--- src/design/ttyld_pkg.sv ---
// ----------------------------------------------------------------------------
// ttyld_pkg
// Shared types, codes and constants for the terminal line discipline.
// ----------------------------------------------------------------------------
package ttyld_pkg;

  // default buffer depth for line and receive ring
  localparam int BUF_SIZE_DEF = 16;

  // operation codes carried in tuser
  localparam logic [1:0] OP_CHAR  = 2'd0;
  localparam logic [1:0] OP_READ  = 2'd1;
  localparam logic [1:0] OP_FLUSH = 2'd2;

  // result kinds
  localparam logic KIND_ECHO = 1'b0;
  localparam logic KIND_READ = 1'b1;

  // register indexes
  localparam logic [2:0] REG_ECHO  = 3'd0;
  localparam logic [2:0] REG_CANON = 3'd1;
  localparam logic [2:0] REG_CRNL  = 3'd2;
  localparam logic [2:0] REG_ERASE = 3'd3;
  localparam logic [2:0] REG_KILL  = 3'd4;
  localparam logic [2:0] REG_EOF   = 3'd5;

  // character codes
  localparam logic [7:0] CH_BS    = 8'h08;
  localparam logic [7:0] CH_TAB   = 8'h09;
  localparam logic [7:0] CH_NL    = 8'h0A;
  localparam logic [7:0] CH_CR    = 8'h0D;
  localparam logic [7:0] CH_SPACE = 8'h20;
  localparam logic [7:0] CH_AT    = 8'h40;
  localparam logic [7:0] CH_CARET = 8'h5E;
  localparam logic [7:0] CH_DEL   = 8'h7F;

  // configuration registers
  typedef struct packed {
    logic       echo_enable;
    logic       canonical_mode;
    logic       cr_to_nl;
    logic [7:0] erase_char;
    logic [7:0] kill_char;
    logic [7:0] eof_char;
  } cfg_t;

  // controller to datapath commands
  typedef struct packed {
    logic load;       // capture op and character
    logic flush;      // clear line and ring
    logic read_pop;   // produce read reply and pop a byte
    logic push_ch;    // push the current character into the ring
    logic push_line;  // push the next line byte into the ring
    logic idx_clr;    // restart the line walk
    logic len_dec;    // drop one line character
    logic len_clr;    // empty the line
    logic append;     // append the current character to the line
    logic set_ready;  // mark line ready
    logic echo_start; // start an echo sequence
    logic echo_bs;    // echo byte is backspace rather than the character
    logic echo_emit;  // send the current echo piece
    logic last;       // final result of this item
  } cmd_t;

  // datapath to controller status
  typedef struct packed {
    logic [1:0] op;
    logic       is_erase;
    logic       is_kill;
    logic       is_eof;
    logic       is_nl;
    logic       len_zero;
    logic       can_append;
    logic       idx_done;
    logic       piece_final;
    logic       slot_free;
  } sts_t;

endpackage

--- src/design/ttyld_ctrl.sv ---
// ----------------------------------------------------------------------------
// ttyld_ctrl
// Sequencer for one item: decode, echo pieces, kill repeats and line walk.
// ----------------------------------------------------------------------------
module ttyld_ctrl import ttyld_pkg::*; (
  input  logic clk_i,
  input  logic rst_ni,
  input  cfg_t cfg_i,
  input  logic in_valid_i,
  output logic in_ready_o,
  input  sts_t sts_i,
  output cmd_t cmd_o
);

  localparam logic [1:0] S_IDLE = 2'd0;
  localparam logic [1:0] S_EXEC = 2'd1;
  localparam logic [1:0] S_ECHO = 2'd2;
  localparam logic [1:0] S_PUSH = 2'd3;

  logic [1:0] state_q, state_d;
  logic       kill_q, kill_d;
  logic       nl_q, nl_d;

  // state registers
  always_ff @(posedge clk_i or negedge rst_ni) begin
    if (!rst_ni) begin
      state_q <= S_IDLE;
      kill_q  <= 1'b0;
      nl_q    <= 1'b0;
    end else begin
      state_q <= state_d;
      kill_q  <= kill_d;
      nl_q    <= nl_d;
    end
  end

  assign in_ready_o = (state_q == S_IDLE);

  // next state and commands
  always_comb begin
    cmd_o   = '0;
    state_d = state_q;
    kill_d  = kill_q;
    nl_d    = nl_q;
    case (state_q)
      S_IDLE: begin
        if (in_valid_i) begin
          cmd_o.load = 1'b1;
          state_d    = S_EXEC;
        end
      end
      S_EXEC: begin
        case (sts_i.op)
          OP_READ: begin
            if (sts_i.slot_free) begin
              cmd_o.read_pop = 1'b1;
              cmd_o.last     = 1'b1;
              state_d        = S_IDLE;
            end
          end
          OP_FLUSH: begin
            cmd_o.flush = 1'b1;
            state_d     = S_IDLE;
          end
          OP_CHAR: begin
            state_d = S_IDLE;
            kill_d  = 1'b0;
            nl_d    = 1'b0;
            if (!cfg_i.canonical_mode) begin
              cmd_o.push_ch = 1'b1;
              if (cfg_i.echo_enable) begin
                cmd_o.echo_start = 1'b1;
                state_d          = S_ECHO;
              end
            end else if (sts_i.is_erase) begin
              if (!sts_i.len_zero) begin
                cmd_o.len_dec = 1'b1;
                if (cfg_i.echo_enable) begin
                  cmd_o.echo_start = 1'b1;
                  cmd_o.echo_bs    = 1'b1;
                  state_d          = S_ECHO;
                end
              end
            end else if (sts_i.is_kill) begin
              if (!sts_i.len_zero) begin
                if (!cfg_i.echo_enable) begin
                  cmd_o.len_clr = 1'b1;
                end else begin
                  cmd_o.len_dec    = 1'b1;
                  cmd_o.echo_start = 1'b1;
                  cmd_o.echo_bs    = 1'b1;
                  kill_d           = 1'b1;
                  state_d          = S_ECHO;
                end
              end
            end else if (sts_i.is_eof) begin
              cmd_o.set_ready = 1'b1;
            end else begin
              if (sts_i.can_append) begin
                cmd_o.append = 1'b1;
              end
              if (sts_i.can_append && cfg_i.echo_enable) begin
                cmd_o.echo_start = 1'b1;
                nl_d             = sts_i.is_nl;
                state_d          = S_ECHO;
              end else if (sts_i.is_nl) begin
                cmd_o.idx_clr = 1'b1;
                state_d       = S_PUSH;
              end
            end
          end
          default: state_d = S_IDLE;
        endcase
      end
      S_ECHO: begin
        if (sts_i.slot_free) begin
          cmd_o.echo_emit = 1'b1;
          cmd_o.last      = sts_i.piece_final && !(kill_q && !sts_i.len_zero);
          if (sts_i.piece_final) begin
            if (kill_q && !sts_i.len_zero) begin
              cmd_o.len_dec    = 1'b1;
              cmd_o.echo_start = 1'b1;
              cmd_o.echo_bs    = 1'b1;
            end else if (nl_q) begin
              cmd_o.idx_clr = 1'b1;
              state_d       = S_PUSH;
            end else begin
              state_d = S_IDLE;
            end
          end
        end
      end
      S_PUSH: begin
        if (sts_i.idx_done) begin
          cmd_o.len_clr   = 1'b1;
          cmd_o.set_ready = 1'b1;
          state_d         = S_IDLE;
        end else begin
          cmd_o.push_line = 1'b1;
        end
      end
      default: state_d = S_IDLE;
    endcase
  end

endmodule

--- src/design/ttyld_dp.sv ---
// ----------------------------------------------------------------------------
// ttyld_dp
// Line buffer, receive ring, echo piece generator and result register.
// ----------------------------------------------------------------------------
module ttyld_dp import ttyld_pkg::*; #(
  parameter int BUF_SIZE = BUF_SIZE_DEF
) (
  input  logic        clk_i,
  input  logic        rst_ni,
  input  cfg_t        cfg_i,
  input  logic [1:0]  op_i,
  input  logic [7:0]  char_i,
  input  cmd_t        cmd_i,
  output sts_t        sts_o,
  input  logic        out_ready_i,
  output logic        out_valid_o,
  output logic        out_kind_o,
  output logic        out_last_o,
  output logic [15:0] out_data_o
);

  localparam int LEN_W  = $clog2(BUF_SIZE);
  localparam int FILL_W = $clog2(BUF_SIZE + 1);
  localparam logic [LEN_W-1:0]  LEN_MAX = LEN_W'(BUF_SIZE - 1);
  localparam logic [FILL_W-1:0] FILL_MAX = FILL_W'(BUF_SIZE);

  logic [1:0]        op_q;
  logic [7:0]        ch_q;
  logic [7:0]        line_q [BUF_SIZE];
  logic [7:0]        ring_q [BUF_SIZE];
  logic [LEN_W-1:0]  len_q, idx_q, wp_q, rp_q;
  logic [FILL_W-1:0] fill_q;
  logic              ready_q;
  logic [7:0]        echo_q;
  logic [1:0]        piece_q;
  logic              out_valid_q, out_kind_q, out_last_q;
  logic [7:0]        out_byte_q;
  logic              out_dv_q, out_ir_q, out_eol_q;

  logic              push;
  logic              ring_full;
  logic              e_triple, e_caret;
  logic [1:0]        piece_end;
  logic [7:0]        echo_data;
  logic              slot_free;

  // status for the sequencer
  assign slot_free = !out_valid_q || out_ready_i;
  assign sts_o.op          = op_q;
  assign sts_o.is_erase    = (ch_q == cfg_i.erase_char) || (ch_q == CH_BS) || (ch_q == CH_DEL);
  assign sts_o.is_kill     = (ch_q == cfg_i.kill_char);
  assign sts_o.is_eof      = (ch_q == cfg_i.eof_char);
  assign sts_o.is_nl       = (ch_q == CH_NL);
  assign sts_o.len_zero    = (len_q == '0);
  assign sts_o.can_append  = (len_q < LEN_MAX);
  assign sts_o.idx_done    = (idx_q == len_q);
  assign sts_o.piece_final = (piece_q == piece_end);
  assign sts_o.slot_free   = slot_free;

  // echo piece selection
  always_comb begin
    e_triple = (echo_q == cfg_i.erase_char) || (echo_q == CH_BS);
    e_caret  = ((echo_q < CH_SPACE) || echo_q[7]) && (echo_q != CH_NL) &&
               (echo_q != CH_TAB) && (echo_q != CH_CR);
    if (e_triple) begin
      piece_end = 2'd2;
      echo_data = (piece_q == 2'd1) ? CH_SPACE : CH_BS;
    end else if (e_caret) begin
      piece_end = 2'd1;
      echo_data = (piece_q == 2'd0) ? CH_CARET : (echo_q + CH_AT);
    end else begin
      piece_end = 2'd0;
      echo_data = echo_q;
    end
  end

  // ring push source
  assign push      = cmd_i.push_ch || cmd_i.push_line;
  assign ring_full = (fill_q == FILL_MAX);

  // item capture with carriage return translation
  always_ff @(posedge clk_i) begin
    if (cmd_i.load) begin
      op_q <= op_i;
      ch_q <= (cfg_i.cr_to_nl && char_i == CH_CR) ? CH_NL : char_i;
    end
    if (cmd_i.echo_start) begin
      echo_q  <= cmd_i.echo_bs ? CH_BS : ch_q;
    end
  end

  // line and ring storage
  always_ff @(posedge clk_i) begin
    if (cmd_i.append) begin
      line_q[len_q] <= ch_q;
    end
    if (push && !ring_full) begin
      ring_q[wp_q] <= cmd_i.push_line ? line_q[idx_q] : ch_q;
    end
  end

  // counters and pointers
  always_ff @(posedge clk_i or negedge rst_ni) begin
    if (!rst_ni) begin
      len_q   <= '0;
      idx_q   <= '0;
      wp_q    <= '0;
      rp_q    <= '0;
      fill_q  <= '0;
      ready_q <= 1'b0;
      piece_q <= '0;
    end else if (cmd_i.flush) begin
      len_q   <= '0;
      wp_q    <= '0;
      rp_q    <= '0;
      fill_q  <= '0;
      ready_q <= 1'b0;
    end else begin
      if (cmd_i.len_clr) begin
        len_q <= '0;
      end else if (cmd_i.len_dec) begin
        len_q <= len_q - 1'b1;
      end else if (cmd_i.append) begin
        len_q <= len_q + 1'b1;
      end
      if (cmd_i.idx_clr) begin
        idx_q <= '0;
      end else if (cmd_i.push_line) begin
        idx_q <= idx_q + 1'b1;
      end
      if (cmd_i.set_ready) begin
        ready_q <= 1'b1;
      end else if (cmd_i.read_pop && cfg_i.canonical_mode) begin
        ready_q <= 1'b0;
      end
      if (push && !ring_full) begin
        wp_q   <= (wp_q == LEN_MAX) ? '0 : wp_q + 1'b1;
        fill_q <= fill_q + 1'b1;
      end else if (cmd_i.read_pop && fill_q != '0) begin
        rp_q   <= (rp_q == LEN_MAX) ? '0 : rp_q + 1'b1;
        fill_q <= fill_q - 1'b1;
      end
      if (cmd_i.echo_start) begin
        piece_q <= '0;
      end else if (cmd_i.echo_emit) begin
        piece_q <= piece_q + 1'b1;
      end
    end
  end

  // result register
  always_ff @(posedge clk_i or negedge rst_ni) begin
    if (!rst_ni) begin
      out_valid_q <= 1'b0;
    end else if (cmd_i.echo_emit || cmd_i.read_pop) begin
      out_valid_q <= 1'b1;
    end else if (out_ready_i) begin
      out_valid_q <= 1'b0;
    end
  end

  always_ff @(posedge clk_i) begin
    if (cmd_i.echo_emit) begin
      out_kind_q <= KIND_ECHO;
      out_byte_q <= echo_data;
      out_dv_q   <= 1'b0;
      out_ir_q   <= 1'b0;
      out_eol_q  <= 1'b0;
      out_last_q <= cmd_i.last;
    end else if (cmd_i.read_pop) begin
      out_kind_q <= KIND_READ;
      out_byte_q <= (fill_q != '0) ? ring_q[rp_q] : 8'h00;
      out_dv_q   <= (fill_q != '0);
      out_ir_q   <= ready_q || (fill_q != '0);
      out_eol_q  <= (fill_q != '0) && cfg_i.canonical_mode && (ring_q[rp_q] == CH_NL);
      out_last_q <= cmd_i.last;
    end
  end

  assign out_valid_o = out_valid_q;
  assign out_kind_o  = out_kind_q;
  assign out_last_o  = out_last_q;
  assign out_data_o  = {5'b0, out_eol_q, out_ir_q, out_dv_q, out_byte_q};

endmodule

--- src/design/tty_line_discipline_top.sv ---
// An item is taken in S_IDLE and decoded in the next state, S_EXEC; each echo
// result is then sent while the result slot is free, and a newline moves the
// line bytes into the ring one by one in S_PUSH before the walk ends.
// One item at a time: a new item is taken only once the sequencer is back in S_IDLE.
// Reset: asynchronous active low, empties line and ring, registers to defaults.
// ----------------------------------------------------------------------------
// tty_line_discipline_top
// Terminal line discipline with line editing, echo and a receive ring.
// ----------------------------------------------------------------------------
module tty_line_discipline_top import ttyld_pkg::*; #(
  parameter int BUF_SIZE = BUF_SIZE_DEF
) (
  input  logic        clk_i,
  input  logic        rst_ni,
  // configuration port
  input  logic        psel,
  input  logic        penable,
  input  logic        pwrite,
  input  logic [4:0]  paddr,
  input  logic [31:0] pwdata,
  output logic [31:0] prdata,
  output logic        pready,
  // input stream
  input  logic        s_axis_tvalid,
  output logic        s_axis_tready,
  input  logic [7:0]  s_axis_tdata,   // in_char
  input  logic [1:0]  s_axis_tuser,   // op
  // result stream
  output logic        m_axis_tvalid,
  input  logic        m_axis_tready,
  output logic [15:0] m_axis_tdata,   // data, data_valid, input_ready, end_of_line
  output logic        m_axis_tuser,   // kind
  output logic        m_axis_tlast
);

  cfg_t       cfg_q;
  cmd_t       cmd;
  sts_t       sts;
  logic [2:0] reg_idx;

  assign pready  = 1'b1;
  assign reg_idx = paddr[4:2];

  // register writes
  always_ff @(posedge clk_i or negedge rst_ni) begin
    if (!rst_ni) begin
      cfg_q.echo_enable    <= 1'b1;
      cfg_q.canonical_mode <= 1'b1;
      cfg_q.cr_to_nl       <= 1'b1;
      cfg_q.erase_char     <= 8'd127;
      cfg_q.kill_char      <= 8'd21;
      cfg_q.eof_char       <= 8'd4;
    end else if (psel && penable && pwrite) begin
      case (reg_idx)
        REG_ECHO:  cfg_q.echo_enable    <= pwdata[0];
        REG_CANON: cfg_q.canonical_mode <= pwdata[0];
        REG_CRNL:  cfg_q.cr_to_nl       <= pwdata[0];
        REG_ERASE: cfg_q.erase_char     <= pwdata[7:0];
        REG_KILL:  cfg_q.kill_char      <= pwdata[7:0];
        REG_EOF:   cfg_q.eof_char       <= pwdata[7:0];
        default: ;
      endcase
    end
  end

  // register reads
  always_comb begin
    case (reg_idx)
      REG_ECHO:  prdata = {31'b0, cfg_q.echo_enable};
      REG_CANON: prdata = {31'b0, cfg_q.canonical_mode};
      REG_CRNL:  prdata = {31'b0, cfg_q.cr_to_nl};
      REG_ERASE: prdata = {24'b0, cfg_q.erase_char};
      REG_KILL:  prdata = {24'b0, cfg_q.kill_char};
      REG_EOF:   prdata = {24'b0, cfg_q.eof_char};
      default:   prdata = 32'b0;
    endcase
  end

  ttyld_ctrl u_ctrl (
    .clk_i      (clk_i),
    .rst_ni     (rst_ni),
    .cfg_i      (cfg_q),
    .in_valid_i (s_axis_tvalid),
    .in_ready_o (s_axis_tready),
    .sts_i      (sts),
    .cmd_o      (cmd)
  );

  ttyld_dp #(
    .BUF_SIZE (BUF_SIZE)
  ) u_dp (
    .clk_i       (clk_i),
    .rst_ni      (rst_ni),
    .cfg_i       (cfg_q),
    .op_i        (s_axis_tuser),
    .char_i      (s_axis_tdata),
    .cmd_i       (cmd),
    .sts_o       (sts),
    .out_ready_i (m_axis_tready),
    .out_valid_o (m_axis_tvalid),
    .out_kind_o  (m_axis_tuser),
    .out_last_o  (m_axis_tlast),
    .out_data_o  (m_axis_tdata)
  );

endmodule

--- config.mk ---
export PLATFORM = sky130hd
export DESIGN_NAME = tty_line_discipline_top
export DESIGN_NICKNAME = d
export VERILOG_FILES = /design/src/design/ttyld_pkg.sv /design/src/design/ttyld_ctrl.sv /design/src/design/ttyld_dp.sv /design/src/design/tty_line_discipline_top.sv
export SDC_FILE = /design/constraint.sdc
export NUM_CORES = 1
export LEC_CHECK = 0
export ABC_AREA = 0
export BUFFER_PORTS_ARGS = -buffer_cell sky130_fd_sc_hd__buf_2
export CAP_MARGIN = 0
export CORE_MARGIN = 2
export CORE_UTILIZATION = 52
export CTS_BUF_LIST = sky130_fd_sc_hd__clkbuf_2
export DETAILED_ROUTE_END_ITERATION = 10
export GPL_ROUTABILITY_DRIVEN = 0
export PLACE_DENSITY_LB_ADDON = 0.08
export SLEW_MARGIN = 15
export SYNTH_ARGS = -nofsm -noshare
export SYNTH_HDL_FRONTEND = slang
export SYNTH_HIERARCHICAL = 1
export SYNTH_SLANG_ARGS = --single-unit
--- constraint.sdc ---
create_clock -name clk_i -period 3.3 [get_ports clk_i]
set_input_delay 0.33 -clock clk_i [delete_from_list [all_inputs] [get_ports clk_i]]
set_output_delay 0.33 -clock clk_i [all_outputs]
set_load 0.005 [all_outputs]
======== After elaboration in Yosys (flattened, before gate mapping) ========
Memory sizes are Yosys's and may differ from the RTL's.
Cells that the tools add are included.
Widths: inputs -> output; s select.
word-level totals
  register bits ........................... 87
  bits in writable memories ............... 256
  input port bits ......................... 54
  output and inout bits ................... 53
  logic and storage cells ................. 247
  memories ................................ 2
cells by class
  add/sub/neg operators ................... 9
  magnitude comparators ................... 2
  equality and inequality tests ........... 36
  mux-type cells .......................... 119
  bitwise gates (word level) .............. 1
  reductions and logical operators ........ 52
memories
  memory       words  width  read ports  clocked after memory_dff  wr ports  line            RTL
  u_dp.line_q  16     8      1           0                         1         ttyld_dp.sv:29  logic [7:0] line_q [BUF_SIZE];
  u_dp.ring_q  16     8      1           0                         1         ttyld_dp.sv:30  logic [7:0] ring_q [BUF_SIZE];
operator list
  operator             count
  $mux 2               28
  $mux 4               14
  $mux 8               7
  $mux 1               54
  $pmux 8 s6           1
  $eq 8x4->1 const B   5
  $eq 8x8->1           4
  $ne 8x4->1 const B   3
  $mux 5               4
  $reduce_and 2->1     10
  $add 4x1->4 const B  4
  $logic_and 1x1->1    14
  $pmux 2 s2           3
  $reduce_bool 2->1    6
  $add 8x7->8 const B  1
  $eq 4x4->1 const B   2
  $eq 8x7->1 const B   1
  $logic_or 1x1->1     8
  $lt 8x6->1 const B   1
  $ne 2x2->1 const B   4
  $pmux 2 s4           1
  $mux 7               1
  $eq 2x1->1 const B   3
  $eq 2x2->1 const B   3
  25 further kinds     37

======== Logic depth before layout (Yosys ltp) ========
Gate-level depths: netlist (run 1).
  depth in word-level cells ............... 14
  depth in mapped cells ................... 18
  gate-level depth less buffers ........... 18

======== Hierarchy ========
The synthesis (run 1) kept the hierarchy.
modules (own cells, without submodules)
  module                   instances  cells an instance  area an instance (um2)  seq. area each (um2)
  ttyld_dp                 1          791                13411.6                 9203.8
  tty_line_discipline_top  1          120                1488.9                  693.2
  ttyld_ctrl               1          68                 524.3                   100.1

======== Least setup slack after synthesis (run 1) ========
No wires, ideal clock.
  path type ............................... reg2reg
  start ................................... register u_dp.idx_q[0]
  end ..................................... register u_dp.fill_q[4]
  setup time .............................. 0.136 ns
  arrival ................................. 3.332 ns
  required time ........................... 3.164 ns
  setup slack ............................. -0.168 ns
  cell stages (with the launch flop) ...... 15
  path buffers ............................ 3
  clock period less this slack ............ 3.468 ns
  cell sequence ........................... dfrtp_1 buf_2 buf_1 xor2_1 nor4_1 nor2b_1 clkbuf_1 nor2_1 a21oi_1 inv_1 fa_1 a21o_1 a21oi_1 a211o_1 a21oi_1
RTL lines
  item                    line             RTL
  from (decl)             ttyld_dp.sv:31   logic [LEN_W-1:0] len_q, idx_q, wp_q, rp_q;
  from (signal assigned)  ttyld_dp.sv:129  idx_q <= idx_q + 1'b1;
  to (signal assigned)    ttyld_dp.sv:138  fill_q <= fill_q + 1'b1;
  to (signal assigned)    ttyld_dp.sv:141  fill_q <= fill_q - 1'b1;
  to (decl)               ttyld_dp.sv:32   logic [FILL_W-1:0] fill_q;

==> metrics.md, run 1 <==
| Metric | Value |
|---|---|
| Status | complete, no violations |
| Post-detailed-route via-to-cell ratio | 5.470 |
| Num rows | 63 |
| Proportion of layout cells with a drive suffix above 1 | 32.23% |
| PortBufs | 50 |
| Number of cells traversed by the worst register-to-register path | 18 |
| Core area | 0.02940 sq mm |
| 1st-iter DRT viols | 571 |
| Drc violations | 0 |
| Clock tree from TritonCTS | built |
| Largest buffer count on any clock path | 3 |
| Clock sink count | 343 |
| Number of different library cells in the post-synthesis netlist | 76 |
| WL/cell | 20.74 microns |
| Post-DP HPWL | 22370 microns |
| Routed WL | 33780 microns |
| Count of vias placed by the detailed router | 8911 |
| Overall track demand over capacity in global routing | 22.36% |
| Via count of the first global-routing pass | 9177 |
| Hold Crit Class | input pin to asynchronous set/reset pin |
| Final layout net count | 1244 |
| Worst-Margin Slew | 0.8430 ns |
| Final worst-path cycle share | 93.28% |
| Primary flip-flop cell chosen by synthesis mapping | edfxtp_1 |
| Crit Path Class | flop to flop |
| Wire length of the first global-routing pass | 51940 microns |
| Die area | 0.03106 sq mm |
| Finish-stage setup viols | 0 |
| Cells after synthesis | 979 |
| Final total negative setup slack | 0 ns |
| Seq/Total Area, Yosys | 64.81% |
| Logic depth of the worst path, buffers included | 18 |
| Total of flip-flops plus latches after synthesis | 343 |
| Mean instance size in the synthesized netlist | 15.76 sq um |
| Final hold violations | 0 |
| Data required time of the critical path | 3.99 ns |
| Reg-to-reg slack, setup | 0.22 ns |
| Post-Synth Adder-Cell Area | 1.882% |
| Overflow left after global routing | 0 |
| Number of primary I/O pins | 107 |
| Number of max-capacitance violations reported | 0 |
| Height of the chip | 176.2 microns |
| Clock tree root buffer cell | clkbuf_2 |
| Synthesized cell area | 0.01542 sq mm |
| Largest family of logic cells by synthesized area | multiplexers |
| Leakage | 6.425 nW |
| Maximum clock frequency | 324.8 MHz |
| Count of nets left with antenna violations after detail routing | 0 |
| Multiplexer fraction of the synthesized cell area | 14.63% |
| Kind of launch point of the worst setup path | flop |
| Data arrival time at the worst-slack endpoint | 3.77 ns |
| Synthesized-area fraction occupied by xor and xnor cells | 2.498% |
| Capturing element type of the critical path | flop |
| Cell type of the slowest stage on the worst timing path | edfxtp_1 |
| Shortest clock period the worst path allows after layout | 3.078 ns |
| Number of enable-type register cells in the synthesized netlist | 283 |
| Async set-reset flop share out of synthesis | 16.33% |
| Number of antenna violations at the first check in global routing | 1 |
| Max-slew headroom at the worst pin | 43.80% |
| DR pass1 iterations | 5 |
| Category of cells accounting for the largest share of critical-path delay | compound AO/OA/AOI/OAI gates |
| Post-layout total power | 11.00 mW |
| P per Cell Area | 625.9 mW/mm^2 |
| Synthesized-area fraction occupied by ao, oa, aoi and oai cells | 4.502% |
| Biggest cell delay along the critical path | 0.43 ns |
| Number of cells after detailed placement | 1433 |
| Clock-pin slew on the worst setup and hold paths | 0.11 ns |
| Area growth, synth to finish | 13.91% |
| Die X-Extent | 176.2 microns |
| Post-Synth Simple-Gate Area | 7.925% |
| Worst-path cell chain | inv_2, ha_4, nand4bb_1, o21bai_4, nor2b_1, nor2_1, a21oi_1, o21ai_1, nand2_1, nor2_4, o21a_1, ha_1, a21o_1, a21oi_2, nor3b_1, a21oi_1, xor2_1, nor3_1 |
| Post-Place Setup Slack | 0.01326 ns |
| Slew Limit Fails | 0 |
| Highest fanout seen on the critical path | 3 |
| Yosys synthesis warning count | 6 |
| Cell repeated most along the worst path | a21oi_1 |
| Post-Route Skew | 0.08750 ns |
| Final instance count without filler cells | 1629 |
| Largest net degree at the start of global routing | 37 |
| TritonCTS buffer count | 87 |
| Slack of the critical path | 0.2216 ns |
| Peak ir drop on the vdd network | 0.3005 mV |
| H-tree depth | 3 |
| Count of buffering cells on the critical path with inverters included | 1 |
| Initial core utilization | 52.46% |
| Clock insertion delay at the later pin of the skew report | 0.91 ns |
-- path summary, 6_finish.rpt --
kind	start	end
max in group asynchronous	rst_ni	cfg_q[25]
hold reg to reg	u_dp/out_eol_q	u_dp/out_eol_q
hold / removal	rst_ni	u_dp/wp_q[0]
min in group clk_i	s_axis_tdata[4]	u_dp/ch_q[4]
setup reg to reg	u_dp/echo_q[7]	u_dp/len_q[3]
setup / recovery	u_dp/echo_q[7]	u_dp/len_q[3]
-- synthesized netlist by cell type (4+ instances only) --
library cell | count | area share (%)
nor2_1 | 76 | 1.8
ha_1 | 20 | 1.6
dfstp_2 | 14 | 2.4
nor2b_1 | 17 | 0.69
nor4_1 | 7 | 0.28
nor3_1 | 17 | 0.55
dfxtp_1 | 4 | 0.52
mux2_2 | 35 | 2.6
buf_1 | 4 | 0.097
mux4_2 | 53 | 7.7
and2_1 | 5 | 0.20
xnor2_1 | 19 | 1.1
nand2_1 | 44 | 1.1
a21oi_1 | 27 | 0.88
edfxtp_1 | 283 | 55
a31oi_1 | 4 | 0.16
xor2_1 | 25 | 1.4
nand3b_1 | 5 | 0.24
a22oi_1 | 4 | 0.19
nand2b_1 | 15 | 0.61
a22o_1 | 5 | 0.28
mux2i_1 | 20 | 1.3
buf_2 | 7 | 0.23
clkbuf_1 | 34 | 0.83
mux4_1 | 17 | 2.9
nor3b_1 | 5 | 0.24
nand4_1 | 8 | 0.32
o21a_1 | 4 | 0.19
nand3_1 | 7 | 0.23
buf_4 | 36 | 1.8
a21o_1 | 4 | 0.19
inv_1 | 19 | 0.46
o21ai_0 | 24 | 0.78
dfrtp_1 | 42 | 6.8
-- where the power goes --
group | switching (mW) | total [mW] | internal [mW]
clock network | 1.67 | 2.82 | 1.15
registers | 0.300 | 5.43 | 5.13
logic | 1.47 | 2.74 | 1.27
total | 3.45 | 11.0 | 7.55
-- routing by layer --
metal | track usage [%] | share of wire [%] | vias up
li1 | - | - | 4142
met1 | 30.13 | 44 | 4492
met2 | 36.91 | 50 | 218
met3 | 3.898 | 3.6 | 59
met4 | 8.127 | 2.4 | 0
met5 | 0 | 0 | -
-- cell usage in the layout (no fill, tap or decap), types with 5 or more instances in the layout --
| cell type | count |
|---|---|
| a21oi_1 | 24 |
| a22o_1 | 5 |
| and2_1 | 5 |
| buf_2 | 50 |
| buf_4 | 76 |
| clkbuf_2 | 131 |
| clkinv_1 | 19 |
| conb_1 | 30 |
| dfrtp_1 | 40 |
| dfstp_2 | 14 |
| dlygate4sd3_1 | 30 |
| edfxtp_1 | 283 |
| ha_1 | 19 |
| inv_1 | 17 |
| mux2_2 | 35 |
| mux2i_1 | 20 |
| mux4_1 | 17 |
| mux4_2 | 53 |
| nand2_1 | 44 |
| nand2b_1 | 15 |
| nand3_1 | 7 |
| nand3b_1 | 5 |
| nand4_1 | 8 |
| nor2_1 | 73 |
| nor2b_1 | 17 |
| nor3_1 | 17 |
| nor3b_1 | 5 |
| nor4_1 | 5 |
| o21ai_0 | 23 |
| xnor2_1 | 19 |
| xor2_1 | 25 |
-- worst reg2reg max path: stages (launching register included) --
cell       delay [ns]
edfxtp_1         0.43
inv_2            0.12
ha_4             0.13
nand4bb_1        0.12
o21bai_4         0.19
nor2b_1          0.14
nor2_1           0.11
a21oi_1          0.07
o21ai_1          0.19
nand2_1          0.12
nor2_4           0.14
o21a_1           0.18
ha_1             0.24
a21o_1           0.16
a21oi_2          0.13
nor3b_1          0.07
a21oi_1          0.16
xor2_1           0.16
nor3_1           0.06
-- cell type report --
class / count / area [sq um]
fillers: 2357 / 11830
repair buffers: 158 / 1161
diodes: 1 / 2.502
clock buffers: 131 / 655.6
clock inverters: 28 / 151.4
well taps: 390 / 488.0
inverters: 19 / 71.32
flip-flops and latches: 343 / 10000
multi-input cells: 559 / 5041
-- state kept, by name, summed over array words and instances (netlist names) --
name / cells
u_dp/len_q: 4
u_dp/out_valid_o: 1
u_dp/out_eol_q: 1
u_ctrl/state_q: 2
u_dp/ring_q: 128
u_dp/fill_q: 5
u_dp/echo_q: 8
u_dp/line_q: 128
u_dp/idx_q: 4
u_dp/rp_q: 4
u_dp/piece_q: 2
u_ctrl/kill_q: 1
u_dp/out_ir_q: 1
u_ctrl/nl_q: 1
u_dp/out_last_o: 1
u_dp/op_q: 2
u_dp/ready_q: 1
u_dp/out_byte_q: 8
u_dp/out_dv_q: 1
cfg_q: 27
u_dp/ch_q: 8
u_dp/wp_q: 4
u_dp/out_kind_o: 1
-- through the flow --
stage | hold slack (ns) | utilization [%] | instance area [sq um]
after floorplan | 0.03441 | - | 15530
after global placement | 0.4444 | 55.58 | 16340
after detailed placement | 0.4517 | 55.58 | 16340
after CTS | 0.03317 | 59.36 | 17450
after global routing | 0.09587 | 59.76 | 17570
final | 0.09083 | 59.76 | 17570
-- what timing repair did --
action / 4_1_cts / 5_1_grt
buffers inserted: 0 / 6
hold buffers: 30 / 0
endpoints found under the setup margin: 1 / 72
resized for setup: 1 / 17
hold endpoints to repair: 72 / 0
pin swaps: 0 / 7
gates cloned: 0 / 0
-- cell families (layout without fill, tap and decap cells) --
kind of cell	count (synthesis)	after routing
adders and majority gates	22	22
and+or+nand+nor	232	232
muxes	127	127
AOI/OAI and AO/OA	104	104
xor gates and xnor gates	44	44
buffers and inverters	104	336
other	3	31
DFF	343	343
Note: power is estimated with default switching activity, not from simulation.
==> run 2, diff against run 1 <==
--- a/config.mk
+++ b/config.mk
@@ -5,15 +5,16 @@
 export SDC_FILE = /design/constraint.sdc
 export NUM_CORES = 1
 export LEC_CHECK = 0
-export ABC_AREA = 0
+export ABC_AREA = 1
 export BUFFER_PORTS_ARGS = -buffer_cell sky130_fd_sc_hd__buf_2
 export CAP_MARGIN = 0
+export CORE_ASPECT_RATIO = 1.4
 export CORE_MARGIN = 2
 export CORE_UTILIZATION = 52
 export CTS_BUF_LIST = sky130_fd_sc_hd__clkbuf_2
 export DETAILED_ROUTE_END_ITERATION = 10
 export GPL_ROUTABILITY_DRIVEN = 0
-export PLACE_DENSITY_LB_ADDON = 0.08
+export PLACE_DENSITY_LB_ADDON = 0.12
 export SLEW_MARGIN = 15
 export SYNTH_ARGS = -nofsm -noshare
 export SYNTH_HDL_FRONTEND = slang
==> run 2 against run 1 <==
Clock-buffer cell count decreased by 12. Final cell count increased by 34%. First-iteration DRC count increased by 32%. Total power increased by 5.9%. Largest cell class unchanged. Worst setup slack improved by 0.044 ns. Via count increased by 32%. Final area increased by 1.9%. Synthesized cell count increased by 59%. Flip-flop and latch count unchanged. Wire length increased by 15%. Die area increased by 4.1%. Sequential share of layout area decreased by 1.1 points.
==> metrics.md, run 2 <==
| Metric | Value |
|---|---|
| Status | complete, no violations |
| Via count of the first global-routing pass | 11416 |
| WL/cell | 17.90 microns |
| Clock-pin slew on the worst setup and hold paths | 0.10 ns |
| Most common cell after layout, fill and taps aside | nand2_1 |
| Multiplexer fraction of the synthesized cell area | 0.06230% |
| Number of antenna violations at the first check in global routing | 1 |
| Core area | 0.03062 sq mm |
| Wire length of the first global-routing pass | 61180 microns |
| Synthesized cell area | 0.01607 sq mm |
| Seq/Total Area, Yosys | 62.22% |
| Num rows | 76 |
| Drc violations | 0 |
| Finish-stage setup viols | 0 |
| Number of cells after detailed placement | 1980 |
| Clock tree root buffer cell | clkbuf_2 |
| Shortest clock period the worst path allows after layout | 3.034 ns |
| Height of the chip | 212.0 microns |
| Mean instance size in the synthesized netlist | 10.29 sq um |
| Design Area, Final | 0.01791 sq mm |
| Clock insertion delay at the later pin of the skew report | 0.95 ns |
| Cells after synthesis | 1561 |
| Post-DP HPWL | 25010 microns |
| Post-detailed-route via-to-cell ratio | 5.386 |
| Top cells by instance count after synthesis | nand2_1 (312), edfxtp_1 (283), nor2_1 (182), inv_1 (138), o21ai_0 (134) |
| Worst-Margin Slew | 1.004 ns |
| Highest fanout seen on the critical path | 7 |
| Final hold violations | 0 |
| Post-Route Skew | 0.06378 ns |
| Number of cells traversed by the worst register-to-register path | 16 |
| Reg-to-reg slack, setup | 0.27 ns |
| Slack of the critical path | 0.2661 ns |
| Data required time of the critical path | 4.07 ns |
| Register area | 0.01000 sq mm |
| DR pass1 iterations | 5 |
| Post-Place Setup Slack | 0.1920 ns |
| Fill count | 2653 |
| Final total negative setup slack | 0 ns |
| Clock tree from TritonCTS | built |
| Fraction of post-synthesis cell area in the top cell type by area | 52.89% |
| Clock sink count | 343 |
| Crit Path Class | flop to flop |
| Routed WL | 38960 microns |
| Reg-to-reg critical path endpoint | u_dp/len_q[3] |
| Count of vias placed by the detailed router | 11720 |
| Final instance count without filler cells | 2176 |
| Maximum clock frequency | 329.6 MHz |
| Cell area after placement | 0.01669 sq mm |
| Post-layout total power | 11.65 mW |
| RSZ-0062 raised after global routing | false |
| Total of flip-flops plus latches after synthesis | 343 |
| Slew Limit Fails | 0 |
| Post-Synth Adder-Cell Area | 1.807% |
| Max-slew headroom at the worst pin | 32.85% |
| Primary flip-flop cell chosen by synthesis mapping | edfxtp_1 |
| Hold path startpoint | s_axis_tuser[1] |
| Worst r2r src | u_dp/ch_q[6] |
| Final layout net count | 1794 |
| Die X-Extent | 152.6 microns |
| 1st-iter DRT viols | 752 |
| Final core area utilization | 58.50% |
| Area of the multi-input gates | 0.005019 sq mm |
| Hold Crit Class | input pin to flop |
| Yosys synthesis warning count | 6 |
| Overall track demand over capacity in global routing | 24.34% |
| Largest family of logic cells by synthesized area | simple AND/OR/NAND/NOR gates |
| Number of different library cells in the post-synthesis netlist | 51 |
| Capturing element type of the critical path | flop |
| Number of setup buffers added after CTS | 0 |
| Initial core utilization | 52.48% |
| Peak ir drop on the vdd network | 0.3323 mV |
| Endpoint of the worst hold path | u_dp/op_q[1] |
| Leakage | 7.301 nW |
| Largest net degree at the start of global routing | 75 |
| Most numerous cell in the Yosys netlist | nand2_1 |
| Die area | 0.03234 sq mm |
| Async set-reset flop share out of synthesis | 16.33% |
| Cell taking the most area after synthesis | edfxtp_1 |
| Data arrival time at the worst-slack endpoint | 3.80 ns |
| P per Cell Area | 650.4 mW/mm^2 |
| Area growth, synth to finish | 11.48% |
| Number of enable-type register cells in the synthesized netlist | 283 |
| Largest registers ranked by flip-flop count | u_dp/line_q x128, u_dp/ring_q x128, cfg_q x27 |
| TritonCTS buffer count | 81 |
| Kind of launch point of the worst setup path | flop |
| Number of max-capacitance violations reported | 0 |
| Overflow left after global routing | 0 |
| Synthesized-area fraction occupied by xor and xnor cells | 1.472% |
| Number of primary I/O pins | 107 |
| Post-Synth Simple-Gate Area | 18.15% |
| Leading cell types by total area after synthesis | edfxtp_1 (53%), nand2_1 (7.3%), dfrtp_1 (6.5%) |
| H-tree depth | 3 |
| Most frequent cells in the layout | nand2_1 (312), edfxtp_1 (283), nor2_1 (182) |
| Worst-case hold slack | 0.1527 ns |
| Proportion of layout cells with a drive suffix above 1 | 16.25% |
| Worst hold stages | 2 |
| Synthesized-area fraction occupied by ao, oa, aoi and oai cells | 8.885% |
| Final worst-path cycle share | 91.94% |
| Count of nets left with antenna violations after detail routing | 0 |
| Largest buffer count on any clock path | 3 |
| PortBufs | 50 |
## run 2: cell type report
type	instances	area share (%)
clock inverters	31	0.8452
flip-flops and latches	343	55.83
diodes	1	0.01397
repair buffers	145	6.091
multi-input cells	997	28.02
well taps	390	2.724
inverters	150	3.157
clock buffers	119	3.325
## run 2: kinds of logic after synthesis
family,after synthesis
fa+ha+maj,22
buf+inv,248
mux,1
flops,343
xor+xnor,27
compound gates,247
other cells,3
simple gates,670
## run 2: routing by layer
| metal | wire [microns] | share of wire, % | track usage, % | up-vias |
|---|---|---|---|---|
| met3 | 2097 | 5.4 | 3.730 | 97 |
| met5 | 0 | 0 | 0 | - |
| met1 | 14840 | 38 | 28.36 | 5594 |
| met4 | 1681 | 4.3 | 13.51 | 0 |
| met2 | 20340 | 52 | 43.19 | 378 |
| li1 | - | - | - | 5651 |
## run 2: how the worst max path moves through the flow
stage / slack [ns] / startpoint / cells past startpoint / endpoint
after floorplan: 0.29 / u_dp/ch_q[6] / 17 / u_dp/len_q[3]
after global placement: 0.24 / u_dp/echo_q[6] / 17 / u_dp/len_q[3]
after detailed placement: 0.19 / u_dp/echo_q[6] / 17 / u_dp/len_q[3]
after CTS: 0.14 / u_dp/echo_q[6] / 17 / u_dp/len_q[3]
after global routing: 0.009 / u_dp/echo_q[6] / 17 / u_dp/len_q[3]
final: 0.27 / u_dp/ch_q[6] / 16 / u_dp/len_q[3]
## run 2: where the power goes
| group | internal, mW | switching [mW] |
|---|---|---|
| sequential | 5.17 | 0.288 |
| clock | 1.05 | 1.66 |
| combinational | 1.10 | 2.37 |
| total | 7.32 | 4.33 |
## run 2: worst max-delay path, stage by stage (launching register included)
cell and delay, ns:
edfxtp_1 0.56, nor4_1 0.34, nand4_1 0.14, nand2_1 0.08
o21ai_0 0.10, o31ai_1 0.11, inv_1 0.15, nand2_1 0.13
nand3_1 0.13, a21oi_4 0.20, ha_1 0.29, nand2_1 0.08
nor2_1 0.04, a211oi_1 0.25, a21oi_1 0.11, o21ai_0 0.09
o21ai_0 0.12
## run 2: timing repair
item	in CTS	in global routing
resized for setup	0	4
hold buffers	44	1
setup endpoints to repair	0	2
endpoints found under the hold margin	84	13
==> run 3, diff against run 2 <==
--- a/config.mk
+++ b/config.mk
@@ -9,12 +9,12 @@
 export BUFFER_PORTS_ARGS = -buffer_cell sky130_fd_sc_hd__buf_2
 export CAP_MARGIN = 0
 export CORE_ASPECT_RATIO = 1.4
-export CORE_MARGIN = 2
+export CORE_MARGIN = 4
 export CORE_UTILIZATION = 52
 export CTS_BUF_LIST = sky130_fd_sc_hd__clkbuf_2
 export DETAILED_ROUTE_END_ITERATION = 10
 export GPL_ROUTABILITY_DRIVEN = 0
-export PLACE_DENSITY_LB_ADDON = 0.12
+export PLACE_DENSITY = 0.85
 export SLEW_MARGIN = 15
 export SYNTH_ARGS = -nofsm -noshare
 export SYNTH_HDL_FRONTEND = slang
==> run 3 against run 2 <==
Sequential power about the same. Clock-buffer cell count decreased by 15. Register-to-register slack worse by 0.26 ns. Via count grew 5.4%. Non-clock buffer count up 14. Total power increased by 1.1%. First-iteration DRC count grew 81%. Combinational power is 3% higher. Final cell count about the same. Utilization grew 1.1 points. Wire length rose by 2.1%. Global-route usage decreased by 1.1 points.
==> metrics.md, run 3 (same netlist as run 2, synthesis figures left out) <==
| Metric | Value |
|---|---|
| Status | complete, no violations |
| PortBufs | 50 |
| Clock tree from TritonCTS | built |
| Die X-Extent | 156.6 microns |
| Start point of the critical path | u_dp/ch_q[4] |
| Category of cells accounting for the largest share of critical-path delay | compound AO/OA/AOI/OAI gates |
| Routed WL | 39770 microns |
| Drc violations | 0 |
| Hold Crit Class | input pin to asynchronous set/reset pin |
| Final instance count without filler cells | 2174 |
| Final worst-path cycle share | 99.87% |
| Leakage | 7.307 nW |
| Slew Limit Fails | 0 |
| Peak ir drop on the vdd network | 0.3396 mV |
| Die area | 0.03382 sq mm |
| Met3 routed wirelength | 3480 microns |
| Wire length of the first global-routing pass | 62760 microns |
| Post-DP HPWL | 24790 microns |
| Clock sink count | 343 |
| Worst-path cell chain | inv_1, nand2_1, o2111ai_1, o31ai_2, inv_1, nand2_1, nand3_1, a21oi_1, buf_4, ha_1, nand2_1, nor2_1, a211oi_2, a21oi_1, o21ai_0, o21ai_0 |
| Kind of launch point of the worst setup path | flop |
| Capturing element type of the critical path | flop |
| Number of cells traversed by the worst register-to-register path | 16 |
| Post-Place Setup Slack | 0.1910 ns |
| Initial core utilization | 53.18% |
| Fill count | 2309 |
| Number of max-capacitance violations reported | 0 |
| DR pass1 iterations | 6 |
| Num rows | 75 |
| Wire length on met2 | 20010 microns |
| Shortest clock period the worst path allows after layout | 3.296 ns |
| Highest routed metal layer | met4 |
| Largest registers ranked by flip-flop count | u_dp/line_q x128, u_dp/ring_q x128, cfg_q x27 |
| Area of the multi-input gates | 0.005014 sq mm |
| Clock insertion delay at the later pin of the skew report | 0.93 ns |
| Number of primary I/O pins | 107 |
| Routed length on met1 | 13550 microns |
| Largest buffer count on any clock path | 3 |
| Post-layout total power | 11.78 mW |
| Proportion of layout cells with a drive suffix above 1 | 15.72% |
| Data required time of the critical path | 4.04 ns |
| Reg-to-reg critical path endpoint | u_dp/len_q[3] |
| Largest net degree at the start of global routing | 75 |
| Final total negative setup slack | 0 ns |
| Max-slew headroom at the worst pin | 36.92% |
| Overflow left after global routing | 0 |
| Crit Path Class | flop to flop |
| Slack of the critical path | 0.004224 ns |
| Post-detailed-route via-to-cell ratio | 5.684 |
| RSZ-0062 raised after global routing | true |
| Reg-to-reg slack, setup | 0.004 ns |
| Count of vias placed by the detailed router | 12357 |
| Final hold violations | 0 |
| Most frequent cells in the layout | nand2_1 (312), edfxtp_1 (283), nor2_1 (182) |
| Count of nets left with antenna violations after detail routing | 0 |
| TritonCTS buffer count | 78 |
| Cell type of the slowest stage on the worst timing path | edfxtp_1 |
| Highest fanout seen on the critical path | 6 |
| Number of antenna violations at the first check in global routing | 1 |
| Area growth, synth to finish | 12.11% |
| Number of cells after detailed placement | 1980 |
| Data arrival time at the worst-slack endpoint | 4.03 ns |
| Clock tree root buffer cell | clkbuf_2 |
| Worst-Margin Slew | 0.9462 ns |
| Maximum clock frequency | 303.4 MHz |
| Finish-stage setup viols | 0 |
| Core area | 0.03022 sq mm |
| Register area | 0.009998 sq mm |
| Post-Route Skew | 0.09640 ns |
| Most common cell after layout, fill and taps aside | nand2_1 |
| Clock-pin slew on the worst setup and hold paths | 0.16 ns |
| Via count of the first global-routing pass | 12329 |
| Count of buffering cells on the critical path with inverters included | 3 |
| 1st-iter DRT viols | 1363 |
| P per Cell Area | 654.1 mW/mm^2 |
| Final layout net count | 1805 |
| Cell repeated most along the worst path | nand2_1 |
| H-tree depth | 3 |
| Worst r2r src | u_dp/ch_q[4] |
| Biggest cell delay along the critical path | 0.59 ns |
| Height of the chip | 216.0 microns |
| Overall track demand over capacity in global routing | 23.25% |
| WL/cell | 18.29 microns |
## run 3: changes by cell type in the layout (fill, tap and decap cells not counted), moves of 3 or more
| cell | change |
|---|---|
| buf_4 | +6 |
| clkinv_1 | +3 |
| clkbuf_2 | -15 |
| dlygate4sd3_1 | +7 |
## run 3: final cells by class
class | count | share of cell area, %
diodes | 1 | 0.01389
clock buffers | 104 | 2.889
clock inverters | 35 | 1.222
inverters | 150 | 3.140
multi-input cells | 997 | 27.83
flip-flops and latches | 343 | 55.50
well taps | 385 | 2.674
repair buffers | 159 | 6.724
## run 3: worst max path at each step
stage          slack (ns)            end  cells after the start
2_1_floorplan        0.29  u_dp/len_q[3]                     17
3_3_place_gp         0.32  u_dp/len_q[3]                     18
3_5_place_dp         0.19  u_dp/len_q[3]                     18
4_1_cts              0.19  u_dp/len_q[3]                     18
5_1_grt             -0.07  u_dp/len_q[3]                     16
6_report            0.004  u_dp/len_q[3]                     16
## run 3: per-layer routing
| layer | up-vias | global-route usage, % |
|---|---|---|
| met2 | 786 | 40.24 |
| met5 | - | 0 |
| met3 | 232 | 4.429 |
| met4 | 0 | 13.17 |
| li1 | 5656 | - |
| met1 | 5683 | 26.75 |
## run 3: through the flow
step	area, sq um	hold slack (ns)	util, %
floorplan	16170	0.03441	-
detailed placement	16710	0.4498	55.32
finish	18010	0.07565	59.61
global route	18010	0.1013	59.61
global placement	16710	0.4408	55.32
CTS	17980	0.06221	59.49
## run 3: worst reg2reg max path, stage by stage (launching register included)
cell and delay, ns:
edfxtp_1 0.59, inv_1 0.17, nand2_1 0.16, o2111ai_1 0.19, o31ai_2 0.34, inv_1 0.16
nand2_1 0.14, nand3_1 0.09, a21oi_1 0.17, buf_4 0.18, ha_1 0.28, nand2_1 0.09
nor2_1 0.05, a211oi_2 0.22, a21oi_1 0.11, o21ai_0 0.10, o21ai_0 0.13
## run 3: where the power goes
part | internal (mW) | switching, mW
Sequential | 5.17 | 0.297
Combinational | 1.13 | 2.46
Clock | 1.10 | 1.62
## run 3: timing repair
| item | CTS | global route |
|---|---|---|
| hold endpoints to repair | 73 | 0 |
| buffers inserted | 0 | 2 |
| setup endpoints to repair | 0 | 2 |
| hold buffers | 52 | 0 |
| resized for setup | 0 | 4 |
